**config.mk**
```make
export PLATFORM = sky130hd
export DESIGN_NAME = npc_cell
export DESIGN_NICKNAME = d
export VERILOG_FILES = /design/src/design/npc_pkg.sv /design/src/design/npc_cell.sv
export SDC_FILE = /design/constraint.sdc
export NUM_CORES = 1
export LEC_CHECK = 0
export BUFFER_PORTS_ARGS = -buffer_cell sky130_fd_sc_hd__buf_2
export CORE_MARGIN = 8
export CORE_UTILIZATION = 55
export DETAILED_ROUTE_END_ITERATION = 8
export PLACE_DENSITY = 0.77
export SLEW_MARGIN = 5
export SYNTH_ARGS = -nofsm -noshare
export SYNTH_HDL_FRONTEND = slang
export SYNTH_SLANG_ARGS = --single-unit
export TNS_END_PERCENT = 20
```
**constraint.sdc**
```tcl
create_clock -name clk -period 22.6 [get_ports clk]
set_clock_uncertainty 0.2 [all_clocks]
set_input_delay 6.78 -clock clk [delete_from_list [all_inputs] [get_ports clk]]
set_output_delay 6.78 -clock clk [all_outputs]
set_load 0.01 [all_outputs]
```
**src/design/npc_pkg.sv**
```systemverilog
// Shared types and constants of the nearest palette color search.
package npc_pkg;

	localparam int PALETTE_ENTRIES_DEF = 256;
	localparam int COLOR_W = 8;
	localparam int INDEX_W = 8;
	localparam int SQ_W = 2 * COLOR_W;
	localparam int DIST_W = 19;
	localparam logic [DIST_W-1:0] NO_MATCH_DISTANCE = DIST_W'(256 * 256 * 4);

	localparam logic OP_LOAD = 1'b0;
	localparam logic OP_QUERY = 1'b1;

	typedef struct packed {
		logic operation;
		logic [INDEX_W-1:0] entry_index;
		logic [COLOR_W-1:0] red;
		logic [COLOR_W-1:0] green;
		logic [COLOR_W-1:0] blue;
		logic [INDEX_W-1:0] range_start;
		logic [INDEX_W-1:0] range_stop;
	} item_t;

	typedef struct packed {
		logic [INDEX_W-1:0] best_index;
	} result_t;

	// Word that moves from one cell to the next.
	typedef struct packed {
		logic valid;
		item_t item;
		logic [DIST_W-1:0] best_dist;
		logic [INDEX_W-1:0] best_index;
	} cell_bus_t;

endpackage

```
**src/design/npc_cell.sv**
```systemverilog
// One palette cell: holds an entry, writes it on a matching load, updates the best match.
module npc_cell #(
	parameter int CELL_INDEX = 0
) (
	input logic clk,
	input logic arst_n,
	input logic advance,
	input npc_pkg::cell_bus_t up,
	output npc_pkg::cell_bus_t down
);

	localparam logic [npc_pkg::INDEX_W-1:0] MY_INDEX = npc_pkg::INDEX_W'(CELL_INDEX);

	logic [npc_pkg::COLOR_W-1:0] red_q;
	logic [npc_pkg::COLOR_W-1:0] green_q;
	logic [npc_pkg::COLOR_W-1:0] blue_q;

	logic valid_q;
	npc_pkg::item_t item_q;
	logic [npc_pkg::DIST_W-1:0] best_dist_q;
	logic [npc_pkg::INDEX_W-1:0] best_index_q;

	logic [npc_pkg::COLOR_W-1:0] diff_r, diff_g, diff_b;
	logic [npc_pkg::SQ_W-1:0] sq_r, sq_g, sq_b;
	logic [npc_pkg::DIST_W-1:0] cell_dist;
	logic in_range;
	logic take;
	logic write_entry;

	always_comb begin
		diff_r = (up.item.red > red_q) ? up.item.red - red_q : red_q - up.item.red;
		diff_g = (up.item.green > green_q) ? up.item.green - green_q : green_q - up.item.green;
		diff_b = (up.item.blue > blue_q) ? up.item.blue - blue_q : blue_q - up.item.blue;
		sq_r = diff_r * diff_r;
		sq_g = diff_g * diff_g;
		sq_b = diff_b * diff_b;
		cell_dist = npc_pkg::DIST_W'(sq_r) + npc_pkg::DIST_W'(sq_g) + npc_pkg::DIST_W'(sq_b);
		in_range = (up.item.range_start <= MY_INDEX) && (MY_INDEX <= up.item.range_stop);
		// strict less-than keeps the lower index on a tie
		take = (up.item.operation == npc_pkg::OP_QUERY) && in_range
			&& (cell_dist < up.best_dist);
		write_entry = advance && up.valid && (up.item.operation == npc_pkg::OP_LOAD)
			&& (up.item.entry_index == MY_INDEX);
	end

	always_ff @(posedge clk) begin
		if (write_entry) begin
			red_q <= up.item.red;
			green_q <= up.item.green;
			blue_q <= up.item.blue;
		end
	end

	always_ff @(posedge clk or negedge arst_n) begin
		if (!arst_n) begin
			valid_q <= 1'b0;
		end else if (advance) begin
			valid_q <= up.valid;
		end
	end

	always_ff @(posedge clk) begin
		if (advance) begin
			item_q <= up.item;
			best_dist_q <= take ? cell_dist : up.best_dist;
			best_index_q <= take ? MY_INDEX : up.best_index;
		end
	end

	assign down = '{valid: valid_q, item: item_q, best_dist: best_dist_q,
		best_index: best_index_q};

endmodule

```
# ---- Word-level counts from Yosys, hierarchy flattened
# Cells that the tools add are included.
dict set report classes {
  n_addsub 8
  multipliers 3
  div 0
  n_lt_le_gt_ge 6
  eq_ne 0
  n_shift 0
  n_mux 4
  n_bitwise 1
  n_reduce_logical 7
}
# cell n
set ops {}
lappend ops {{multiplier 8 x 8 -> 16 bit} 3}
lappend ops {{subtractor 8 bit} 6}
lappend ops {{> comparator 8 bit} 3}
lappend ops {{2-to-1 mux 8 bit} 3}
lappend ops {{less-than comparator 18 x 19 -> 1 bit} 1}
lappend ops {{2-to-1 mux 19 bit} 1}
lappend ops {{adder 17 x 16 -> 18 bit} 1}
lappend ops {{adder 16 x 16 -> 17 bit} 1}
lappend ops {{less-or-equal comparator 1 x 8 -> 1 bit, first input constant} 1}
lappend ops {{less-or-equal comparator 8 x 1 -> 1 bit, second input constant} 1}
lappend ops {{logical NOT 8 bit} 1}
lappend ops {{logical AND 1 bit} 6}
lappend ops {{NOT 1 bit} 1}
dict set report totals {
  ff_bits 101
  latch_bits 0
  ramBits 0
  mem_bits_ro 0
  inputBits 80
  output_inout_bits 77
  memories 0
}

# ---- Logic depth before layout (Yosys ltp)
# Gate-level depths: netlist of the first run.
dict set report depth {
  word_depth 8
  mapped_depth 43
}

# ---- Worst setup path before layout of the first run
# Ideal clock, no wire load.
dict set report synth_path {
  kind {in2reg}
  startpoint {in up[56] in the netlist's numbering}
  endpoint {reg best_dist_q[10] in the netlist's numbering (data pin)}
  setup_time_ps 260
  t_arrival_ps 15674
  required_ps 22140
  slack_ps 6465
  stages 33
  path_cell_list {inv_1 > ha_1 > buf_6 > a21o_1 > a211o_1 > o21ai_4 > mux2i_1 > xor2_1 > nor2_1 > fa_1 > fa_1 > fa_1 > fa_1 > fa_1 > fa_1 > inv_1 > fa_1 > inv_1 > ha_1 > a2111oi_0 > o21ai_0 > a311oi_1 > nor2_1 > xor2_1 > ha_1 > a21o_1 > a21o_1 > a21oi_1 > o221ai_1 > a211o_1 > buf_2 > buf_6 > mux2_4}
}
dict set report synth_via {
  elab_chain_cells 8
}
# element line
set synth_lines {}
lappend synth_lines {{start, declared} npc_cell.sv:8} ;# input npc_pkg::cell_bus_t up,
lappend synth_lines {{subtractor 8 bit or > comparator 8 bit (tied branches)} npc_cell.sv:32} ;# diff_g = (up.item.green > green_q) ? up.item.green - green_q : green_q - up.item.green;
lappend synth_lines {{2-to-1 mux 8 bit *} npc_cell.sv:32}
lappend synth_lines {{multiplier 8 x 8 -> 16 bit *} npc_cell.sv:35} ;# sq_g = diff_g * diff_g;
lappend synth_lines {{adder 16 x 16 -> 17 bit *} npc_cell.sv:37} ;# cell_dist = npc_pkg::DIST_W'(sq_r) + npc_pkg::DIST_W'(sq_g) + npc_pkg::DIST_W'(sq_b);
lappend synth_lines {{adder 17 x 16 -> 18 bit *} npc_cell.sv:37}
lappend synth_lines {{less-than comparator 18 x 19 -> 1 bit} npc_cell.sv:41} ;# && (cell_dist < up.best_dist);
lappend synth_lines {{logical AND 1 bit} npc_cell.sv:41}
lappend synth_lines {{2-to-1 mux 19 bit *} npc_cell.sv:65} ;# best_dist_q <= take ? cell_dist : up.best_dist;
lappend synth_lines {{end signal, assigned} npc_cell.sv:65}
lappend synth_lines {{end, declared} npc_cell.sv:20} ;# logic [npc_pkg::DIST_W-1:0] best_dist_q;
# Every way passes the cells marked *; elsewhere a longest branch is shown, timed or not.
# A chain may end at the register's enable or synchronous reset.

# ---- Final worst setup path of the first run
dict set report layout_path {
  startpoint {in up[59] in the netlist's numbering}
  endpoint {reg best_dist_q[17] in the netlist's numbering (data pin)}
}
dict set report layout_via {
  elab_chain_cells 8
}
# element line
set layout_lines {}
lappend layout_lines {{subtractor 8 bit or > comparator 8 bit (tied branches)} npc_cell.sv:31} ;# diff_r = (up.item.red > red_q) ? up.item.red - red_q : red_q - up.item.red;
lappend layout_lines {{2-to-1 mux 8 bit *} npc_cell.sv:31}
lappend layout_lines {{multiplier 8 x 8 -> 16 bit *} npc_cell.sv:34} ;# sq_r = diff_r * diff_r;
lappend layout_lines {{adder 16 x 16 -> 17 bit *} npc_cell.sv:37}
lappend layout_lines {{adder 17 x 16 -> 18 bit *} npc_cell.sv:37}
lappend layout_lines {{less-than comparator 18 x 19 -> 1 bit} npc_cell.sv:41}
lappend layout_lines {{logical AND 1 bit} npc_cell.sv:41}
lappend layout_lines {{2-to-1 mux 19 bit *} npc_cell.sv:65}
# Marks and branches as above.

==> results of run 1 <==
cell type report:
cell class / count / share of cell area (%)
Inverter: 269 / 7.92
Timing Repair Buffer: 158 / 6.26
Multi-Input combinational cell: 682 / 57.0
Sequential cell: 101 / 23.7
Clock inverter: 7 / 0.677
Tap cell: 270 / 2.65
Clock buffer: 9 / 1.77
metal layers:
metal  up-vias  share of wire [%]  GRT usage, %
met4         0                2.9          7.65
met3        39                5.9          4.09
li1       3742                  -             -
met5         -                  0             0
met2       213                 49          32.3
met1      3818                 42          22.6
Yosys cell counts, types with 4 or more instances:
library cell,number
nand4_1,11
a21o_1,28
o221ai_1,4
ha_1,143
xnor2_2,6
o21bai_1,6
nand2_1,38
nand2b_1,10
buf_6,4
xor2_1,12
xnor2_1,14
nor2b_1,4
mux2_4,10
a31oi_1,5
or2_1,8
clkbuf_1,4
and2_1,13
a21oi_1,45
edfxtp_1,100
nand3_1,11
mux2_2,14
buf_4,4
mux2i_1,17
fa_1,137
buf_2,9
inv_1,260
inv_2,9
nor2_1,76
o21ai_0,13
worst max-delay path by stage:
| stage | from | end | slack [ns] | depth (start not counted) |
|---|---|---|---|---|
| 2_1_floorplan | up[56] | best_dist_q[10] | 6.47 | 33 |
| 3_3_place_gp | up[56] | best_dist_q[17] | 5.30 | 31 |
| 3_5_place_dp | up[59] | best_dist_q[17] | 5.09 | 36 |
| 4_1_cts | up[56] | best_dist_q[17] | 5.44 | 31 |
| 5_1_grt | up[59] | best_dist_q[17] | 4.64 | 36 |
| 6_report | up[59] | best_dist_q[17] | 5.31 | 36 |
critical path, delay by kind of cell:
kind / cells / cell delay, ns
buf+inv: 7 / 0.42
fa+ha+maj: 11 / 4.56
simple gates: 2 / 0.22
xor+xnor: 2 / 0.95
mux: 1 / 0.47
compound gates: 13 / 3.76
stage by stage:
| step | util (%) | area (um2) | instances | setup WS [ns] | hold slack [ns] |
|---|---|---|---|---|---|
| finish | 62.8 | 12700 | 1496 | 5.31 | 0.333 |
| global route | 62.8 | 12700 | 1496 | 4.64 | 0.350 |
| CTS | 62.8 | 12700 | 1496 | 5.44 | 0.341 |
| detailed placement | 61.3 | 12400 | 1480 | 5.09 | 0.321 |
| global placement | 61.3 | 12400 | 1480 | 5.30 | 0.286 |
| floorplan | - | 11400 | 1073 | 6.47 | 0.282 |
sequential cells by signal (all words and copies together), names as in the netlist:
register	cells
valid_q	1
blue_q	8
best_dist_q	19
green_q	8
best_index_q	8
red_q	8
down	49
cells by family (layout without fill, tap and decap cells):
family / count (synthesis) / count (layout) / synth area share, %
mux: 45 / 45 / 4.77
simple gates: 192 / 192 / 8.05
fa+ha+maj: 280 / 280 / 39.6
flops: 101 / 101 / 26.5
buf+inv: 290 / 443 / 10.0
compound gates: 131 / 131 / 7.71
xor+xnor: 34 / 34 / 3.33
==> qor.yml, run 1 <==
run_status:
  status: "finished, final reports clean"
setup_path:
  ff2ff_setup_slack_ns: 11.54
  crit_arrival_ns: 17.21
  path_common_cell: "fa_1"
  cp-start-kind: "input pin"
  cp.required_ns: 22.52
  crit_fanout: 27
  critical_path_class: "input pin to flop"
  rr_endpoint: "best_dist_q[17]"
  r2r_cells: 34
  slowest_delay_ns: 0.74
  rr_startpoint: "red_q[0]"
  worst_path_max_delay_cell: "xnor2_1"
  worst_setup_path_end_kind: "flop"
clock_tree:
  clk_latency_ns: 0.37
  cts_tree: "built"
  cts_resized: 0
  clockRootBuffer: "clkbuf_16"
  path_clk_slew_ns: 0.09
  cts_buffers: 9
  post_cts_buffers: 0
  htree_levels: 3
  cts_buffer_depth: 2
  cts_hold_buf: 0
  clkSinkCount: 101
timing:
  slew_violations: 0
  hold_viol_final: 0
  max_slew.worst_pin.slew_ns: 1.08
  fmaxAchievable_ghz: 0.0578
  period_needed_ns: 17.29
  fin_crit_sh_pct: 76.5
  tns_ns: 0
  slew-limit-headroom_pct: 28.3
  rsz0062_at_grt: "no"
  setup_viol: 0
worst_hold_path:
  min_from: "valid_q"
  min_delay_path_depth: 1
  min_to: "valid_q"
  hp-class: "flop to flop"
logic_synthesis:
  synth_top_area_share_pct: 26.3
  ys_seq_area_share_pct: 26.5
  yosys.area.top_type: "edfxtp_1"
  syn-cell-area_um2: 11400
  synth_area_leaders: "edfxtp_1 (26%), fa_1 (24%), ha_1 (16%)"
  yosysUniqueCellTypes: 66
  synth-edff-count: 100
  synth-seq-cells: 101
  async_flop_share_pct: 0.990
  synth.net_count: 1433
  syn_avg_cell_area_um2: 10.7
  synthCells: 1073
  synthFlopType: "edfxtp_1"
  ys_warn_count: 0
global_routing:
  grt_usage_pct: 18.8
  antenna_found_initial: 0
  grt_max_degree: 48
  grt_pass1_wl_um: 39600
  grt_pass1_vias: 8436
  grt.overflow.total: 0
placed_design:
  dpl.hpwl_um: 19500
  port_buffers: 156
  gp_congestion: 0.912
cells_and_area:
  area_growth_pct: 11.5
  seq_area_um2: 3030
  layout.nets: 1581
  drive_gt1_share_pct: 18.8
  multiInputGateArea_um2: 7260
  num_antenna_cells: 0
  final_cell_mix: "inv_1 (260), buf_2 (155), ha_1 (143), fa_1 (137), edfxtp_1 (100)"
  fill_cells: 1637
  final_common_cell: "inv_1"
detailed_routing:
  drc: 0
  routedWlPerCell_um: 15.7
  viasPerCell: 5.22
  dr_total_vias: 7812
  dr.pass1.iters: 7
  totalWireLength_um: 23400
  ant_nets: 0
  dr.first_iter.drc_count: 358
die:
  die_x_um: 160
  pin_count: 157
  core_area_um2: 20300
  start_util_pct: 56.3
  fp.dieH_um: 160
  row_count: 52
  die_area_um2: 25700
flow_run:
  drv_cap: 0
Power of run 1 is left out: the tool's default activity adds up to more than one toggle a clock period on the data nets, which glitch-free logic cannot reach.
==> run 2: changes to the inputs <==
--- a/config.mk
+++ b/config.mk
@@ -5,6 +5,7 @@
 export SDC_FILE = /design/constraint.sdc
 export NUM_CORES = 1
 export LEC_CHECK = 0
+export ABC_AREA = 1
 export BUFFER_PORTS_ARGS = -buffer_cell sky130_fd_sc_hd__buf_2
 export CORE_MARGIN = 8
 export CORE_UTILIZATION = 55
==> constraint.sdc (replaced) <==
create_clock -name clk -period 17.45 [get_ports clk]
set_clock_uncertainty 0.2 [all_clocks]
set_input_delay 5.235 -clock clk [delete_from_list [all_inputs] [get_ports clk]]
set_output_delay 5.235 -clock clk [all_outputs]
set_load 0.01 [all_outputs]
==> qor.yml, run 2 <==
logic_synthesis:
  yosys.area.top_type: "edfxtp_1"
  syn_avg_cell_area_um2: 8.88
  yosysUniqueCellTypes: 38
  ys_seq_area_share_pct: 25.8
  async_flop_share_pct: 0.990
  synth-edff-count: 100
  ys_top_cells_by_count: "inv_1 (342), nand2_1 (243), ha_1 (143)"
  synth.net_count: 1684
  synth-seq-cells: 101
  syn-cell-area_um2: 11800
  synthCells: 1324
  synth_most_common_cell: "inv_1"
  synth_top_area_share_pct: 25.5
  synth_area_leaders: "edfxtp_1 (26%), fa_1 (23%), ha_1 (15%)"
  ys_warn_count: 0
  synthFlopType: "edfxtp_1"
setup_path:
  cp-startpoint: "up[43]"
  slowest_delay_ns: 0.82
  ff2ff_setup_slack_ns: 7.51
  rr_endpoint: "best_dist_q[13]"
  worst_setup_path_end_kind: "flop"
  crit_arrival_ns: 14.53
  rr_startpoint: "blue_q[0]"
  cp.required_ns: 17.36
  cp-start-kind: "input pin"
  r2r_cells: 43
  crit_fanout: 34
  critical_path_class: "input pin to flop"
  critPathCapture: "best_dist_q[13]"
  worst_path_max_delay_cell: "nor2_2"
  path_common_cell: "nand2_1"
global_routing:
  grt_max_degree: 55
  grt_pass1_wl_um: 42800
  grt.overflow.total: 0
  grt_usage_pct: 20.1
  antenna_found_initial: 0
  grt_pass1_vias: 8978
cells_and_area:
  layout.nets: 1839
  final_cell_mix: "inv_1 (342), nand2_1 (243), buf_2 (155), ha_1 (143), fa_1 (137)"
  drive_gt1_share_pct: 15.4
  num_antenna_cells: 0
  largest_reg_flops: 49
  area_growth_pct: 11.7
  final_common_cell: "inv_1"
timing:
  hold_viol_final: 0
  tns_ns: 0
  fmaxAchievable_ghz: 0.0684
  setup_viol: 0
  period_needed_ns: 14.62
  rsz0062_at_grt: "no"
  fin_crit_sh_pct: 83.8
  slew-limit-headroom_pct: 27.2
  slew_violations: 0
  max_slew.worst_pin.slew_ns: 1.09
clock_tree:
  post_cts_buffers: 0
  clkSinkCount: 101
  clockRootBuffer: "clkbuf_16"
  cts_resized: 0
  htree_levels: 3
  cts_hold_buf: 0
  clk_latency_ns: 0.36
  cts_buffer_depth: 2
  cts_buffers: 9
  path_clk_slew_ns: 0.08
  cts_tree: "built"
die:
  fp.dieH_um: 162
  pin_count: 157
  die_x_um: 162
  die_area_um2: 26300
  row_count: 53
  core_area_um2: 21000
  start_util_pct: 55.9
detailed_routing:
  ant_nets: 0
  dr.first_iter.drc_count: 495
  routedWlPerCell_um: 14.6
  totalWireLength_um: 25700
  viasPerCell: 5.06
  drc: 0
  dr_total_vias: 8905
  dr.pass1.iters: 7
flow_run:
  drv_cap: 0
worst_hold_path:
  hp-class: "flop to flop"
placed_design:
  dpl.hpwl_um: 21400
  port_buffers: 156
  gp_congestion: 0.933
run_status:
  status: "finished, final reports clean"
==> run 2: area by class of cell <==
class / count / area (um2)
Clock buffer: 9 / 225
Clock inverter: 7 / 81.3
Fill cell: 1748 / 7880
Inverter: 354 / 1330
Multi-Input combinational cell: 855 / 7330
Sequential cell: 101 / 3030
Tap cell: 275 / 344
Timing Repair Buffer: 158 / 798
==> run 2: critical path: cells and delay by family <==
family          cells  cell delay [ns]
fa+ha+maj          11             4.80
simple gates       22             2.89
buf+inv            10             1.17
compound gates      2             0.42
==> run 2: worst min path at each step <==
| stage | startpoint | to | slack (ns) | cells after the start |
|---|---|---|---|---|
| after detailed placement | valid_q | valid_q | 0.32 | 2 |
| final | valid_q | valid_q | 0.33 | 2 |
| after global routing | valid_q | valid_q | 0.41 | 2 |
| after global placement | valid_q | valid_q | 0.31 | 2 |
| after floorplan | valid_q | valid_q | 0.30 | 2 |
| after CTS | valid_q | valid_q | 0.33 | 2 |
==> run 2: logic make-up after synthesis <==
logic type                 after synthesis  synth area share (%)
buffers and inverters                  368                  12.0
AOI/OAI and AO/OA                      105                  4.98
and+or+nand+nor                        434                  16.1
xor gates and xnor gates                36                  2.68
adders and majority gates              280                  38.5
DFF                                    101                  25.8
==> run 2: layer usage <==
layer	GRT usage, %	vias to the layer above	wire length (um)
met5	0	-	0
met4	4.50	0	398
met3	3.54	29	1510
met2	35.2	258	12900
met1	25.5	4264	10900
li1	-	4354	-
==> run 2: metrics by stage <==
stage / std cells / setup WS, ns / util [%] / hold slack [ns] / instance area (um2)
after floorplan: 1324 / 4.39 / - / 0.297 / 11800
after global placement: 1743 / 2.61 / 61.0 / 0.310 / 12800
after detailed placement: 1743 / 2.50 / 61.0 / 0.317 / 12800
after CTS: 1759 / 2.86 / 62.5 / 0.332 / 13100
after global routing: 1759 / 2.03 / 62.5 / 0.413 / 13100
final: 1759 / 2.83 / 62.5 / 0.328 / 13100
Power of run 2 is left out for the same reason.
==> run 3: changes to the inputs <==
--- a/config.mk
+++ b/config.mk
@@ -8,9 +8,9 @@
 export ABC_AREA = 1
 export BUFFER_PORTS_ARGS = -buffer_cell sky130_fd_sc_hd__buf_2
 export CORE_MARGIN = 8
-export CORE_UTILIZATION = 55
+export CORE_UTILIZATION = 54
 export DETAILED_ROUTE_END_ITERATION = 8
-export PLACE_DENSITY = 0.77
+export PLACE_DENSITY = 0.78
 export SLEW_MARGIN = 5
 export SYNTH_ARGS = -nofsm -noshare
 export SYNTH_HDL_FRONTEND = slang
==> constraint.sdc (replaced) <==
create_clock -name clk -period 12.75 [get_ports clk]
set_clock_uncertainty 0.2 [all_clocks]
set_input_delay 3.825 -clock clk [delete_from_list [all_inputs] [get_ports clk]]
set_output_delay 3.825 -clock clk [all_outputs]
set_load 0.01 [all_outputs]
==> qor.yml, run 3 (same netlist as run 2, synthesis figures left out) <==
run_status:
  status: "finished, final reports clean"
placed_design:
  dpl.hpwl_um: 21700
  place_area_um2: 12800
  gp_congestion: 0.954
  place_inst: 1749
  port_buffers: 156
timing:
  fin_hold_ws_ns: 0.369
  tns_ns: 0
  period_needed_ns: 12.17
  hold_viol_final: 0
  slew_violations: 0
  max_slew.worst_pin.slew_ns: 0.721
  setup_viol: 0
  fin_crit_sh_pct: 95.5
  fmaxAchievable_ghz: 0.0822
  rsz0062_at_grt: "no"
  slew-limit-headroom_pct: 51.9
cells_and_area:
  fin_cells: 1765
  num_antenna_cells: 0
  fill_cells: 1860
  final_common_cell: "inv_1"
  seq_area_um2: 3030
  drive_gt1_share_pct: 15.7
  final_cell_mix: "inv_1 (342), nand2_1 (242), buf_2 (155), ha_1 (143), fa_1 (137)"
  final_area_um2: 13200
  multiInputGateArea_um2: 7340
  area_growth_pct: 11.9
  layout.nets: 1840
  largest_reg_flops: 49
setup_path:
  crit_buf_inv: 10
  worst_path_max_delay_cell: "fa_1"
  worst_setup_path_end_kind: "flop"
  slowest_delay_ns: 0.57
  cp-startpoint: "up[43]"
  crit_arrival_ns: 12.09
  ff2ff_setup_slack_ns: 3.83
  critPathTopFamily: "adder cells"
  rr_startpoint: "red_q[2]"
  cp-start-kind: "input pin"
  r2r_cells: 40
  rr_endpoint: "best_dist_q[11]"
  path_common_cell: "nand2_1"
  crit_fanout: 33
  cp.required_ns: 12.67
  critical_path_class: "input pin to flop"
clock_tree:
  clkSinkCount: 101
  clk_latency_ns: 0.37
  path_clk_slew_ns: 0.09
  cts_tree: "built"
  clockRootBuffer: "clkbuf_16"
  htree_levels: 3
  cts_buffers: 9
  cts_buffer_depth: 2
detailed_routing:
  routedWlPerCell_um: 14.8
  totalWireLength_um: 26000
  viasPerCell: 5.04
  dr.pass1.iters: 5
  drc: 0
  dr_total_vias: 8895
  dr.first_iter.drc_count: 520
  ant_nets: 0
die:
  fp.dieH_um: 164
  pin_count: 157
  die_area_um2: 26800
  die_x_um: 164
  core_area_um2: 21600
  row_count: 54
  start_util_pct: 54.4
global_routing:
  grt_max_degree: 56
  grt.overflow.total: 0
  antenna_found_initial: 0
  grt_usage_pct: 20.3
  grt_pass1_vias: 9273
  grt_pass1_wl_um: 43500
worst_hold_path:
  min_from: "valid_q"
  min_to: "valid_q"
  min_delay_path_depth: 2
  hp-class: "flop to flop"
flow_run:
  drv_cap: 0
run 3: worst reg2reg max path, delay by kind of cell, from the launching register on:
kind,cells,cell delay (ns)
adders and majority gates,10,4.54
DFF,1,0.39
AOI/OAI and AO/OA,6,1.24
buffers and inverters,8,0.67
and+or+nand+nor,16,1.63
run 3: how the worst max path moves through the flow:
stage	to	cells past startpoint
after floorplan	best_dist_q[0]	43
after global placement	best_dist_q[15]	42
after detailed placement	best_dist_q[14]	42
after CTS	best_dist_q[14]	42
after global routing	best_dist_q[11]	44
final	best_dist_q[11]	44
run 3: layout make-up:
class / instances / share of cell area [%]
flip-flops and latches: 101 / 23.0
clock buffers: 9 / 1.71
well taps: 280 / 2.66
inverters: 354 / 10.1
multi-input cells: 855 / 55.8
repair buffers: 159 / 6.13
clock inverters: 7 / 0.561
run 3: repair_timing:
action | CTS | global route
setup buffers | 0 | 0
hold buffers | 0 | 0
endpoints found under the setup margin | 0 | 22
resized for setup | 0 | 4
endpoints found under the hold margin | 0 | 0
run 3: per-layer routing:
metal / global-route usage (%) / wire length (um) / part of all wire (%)
met5: 0 / 0 / 0
met2: 35.7 / 13200 / 51
met1: 24.3 / 10600 / 41
met4: 7.56 / 638 / 2.5
met3: 3.53 / 1590 / 6.1
run 3: through the flow:
| step | worst slack, ns | utilization (%) |
|---|---|---|
| 6_report | 0.579 | 60.8 |
| 4_1_cts | 0.525 | 60.8 |
| 5_1_grt | 0.0254 | 60.8 |
| 3_5_place_dp | 0.165 | 59.4 |
| 3_3_place_gp | 0.375 | 59.4 |
| 2_1_floorplan | 1.10 | - |
Power of run 3 is left out for the same reason.
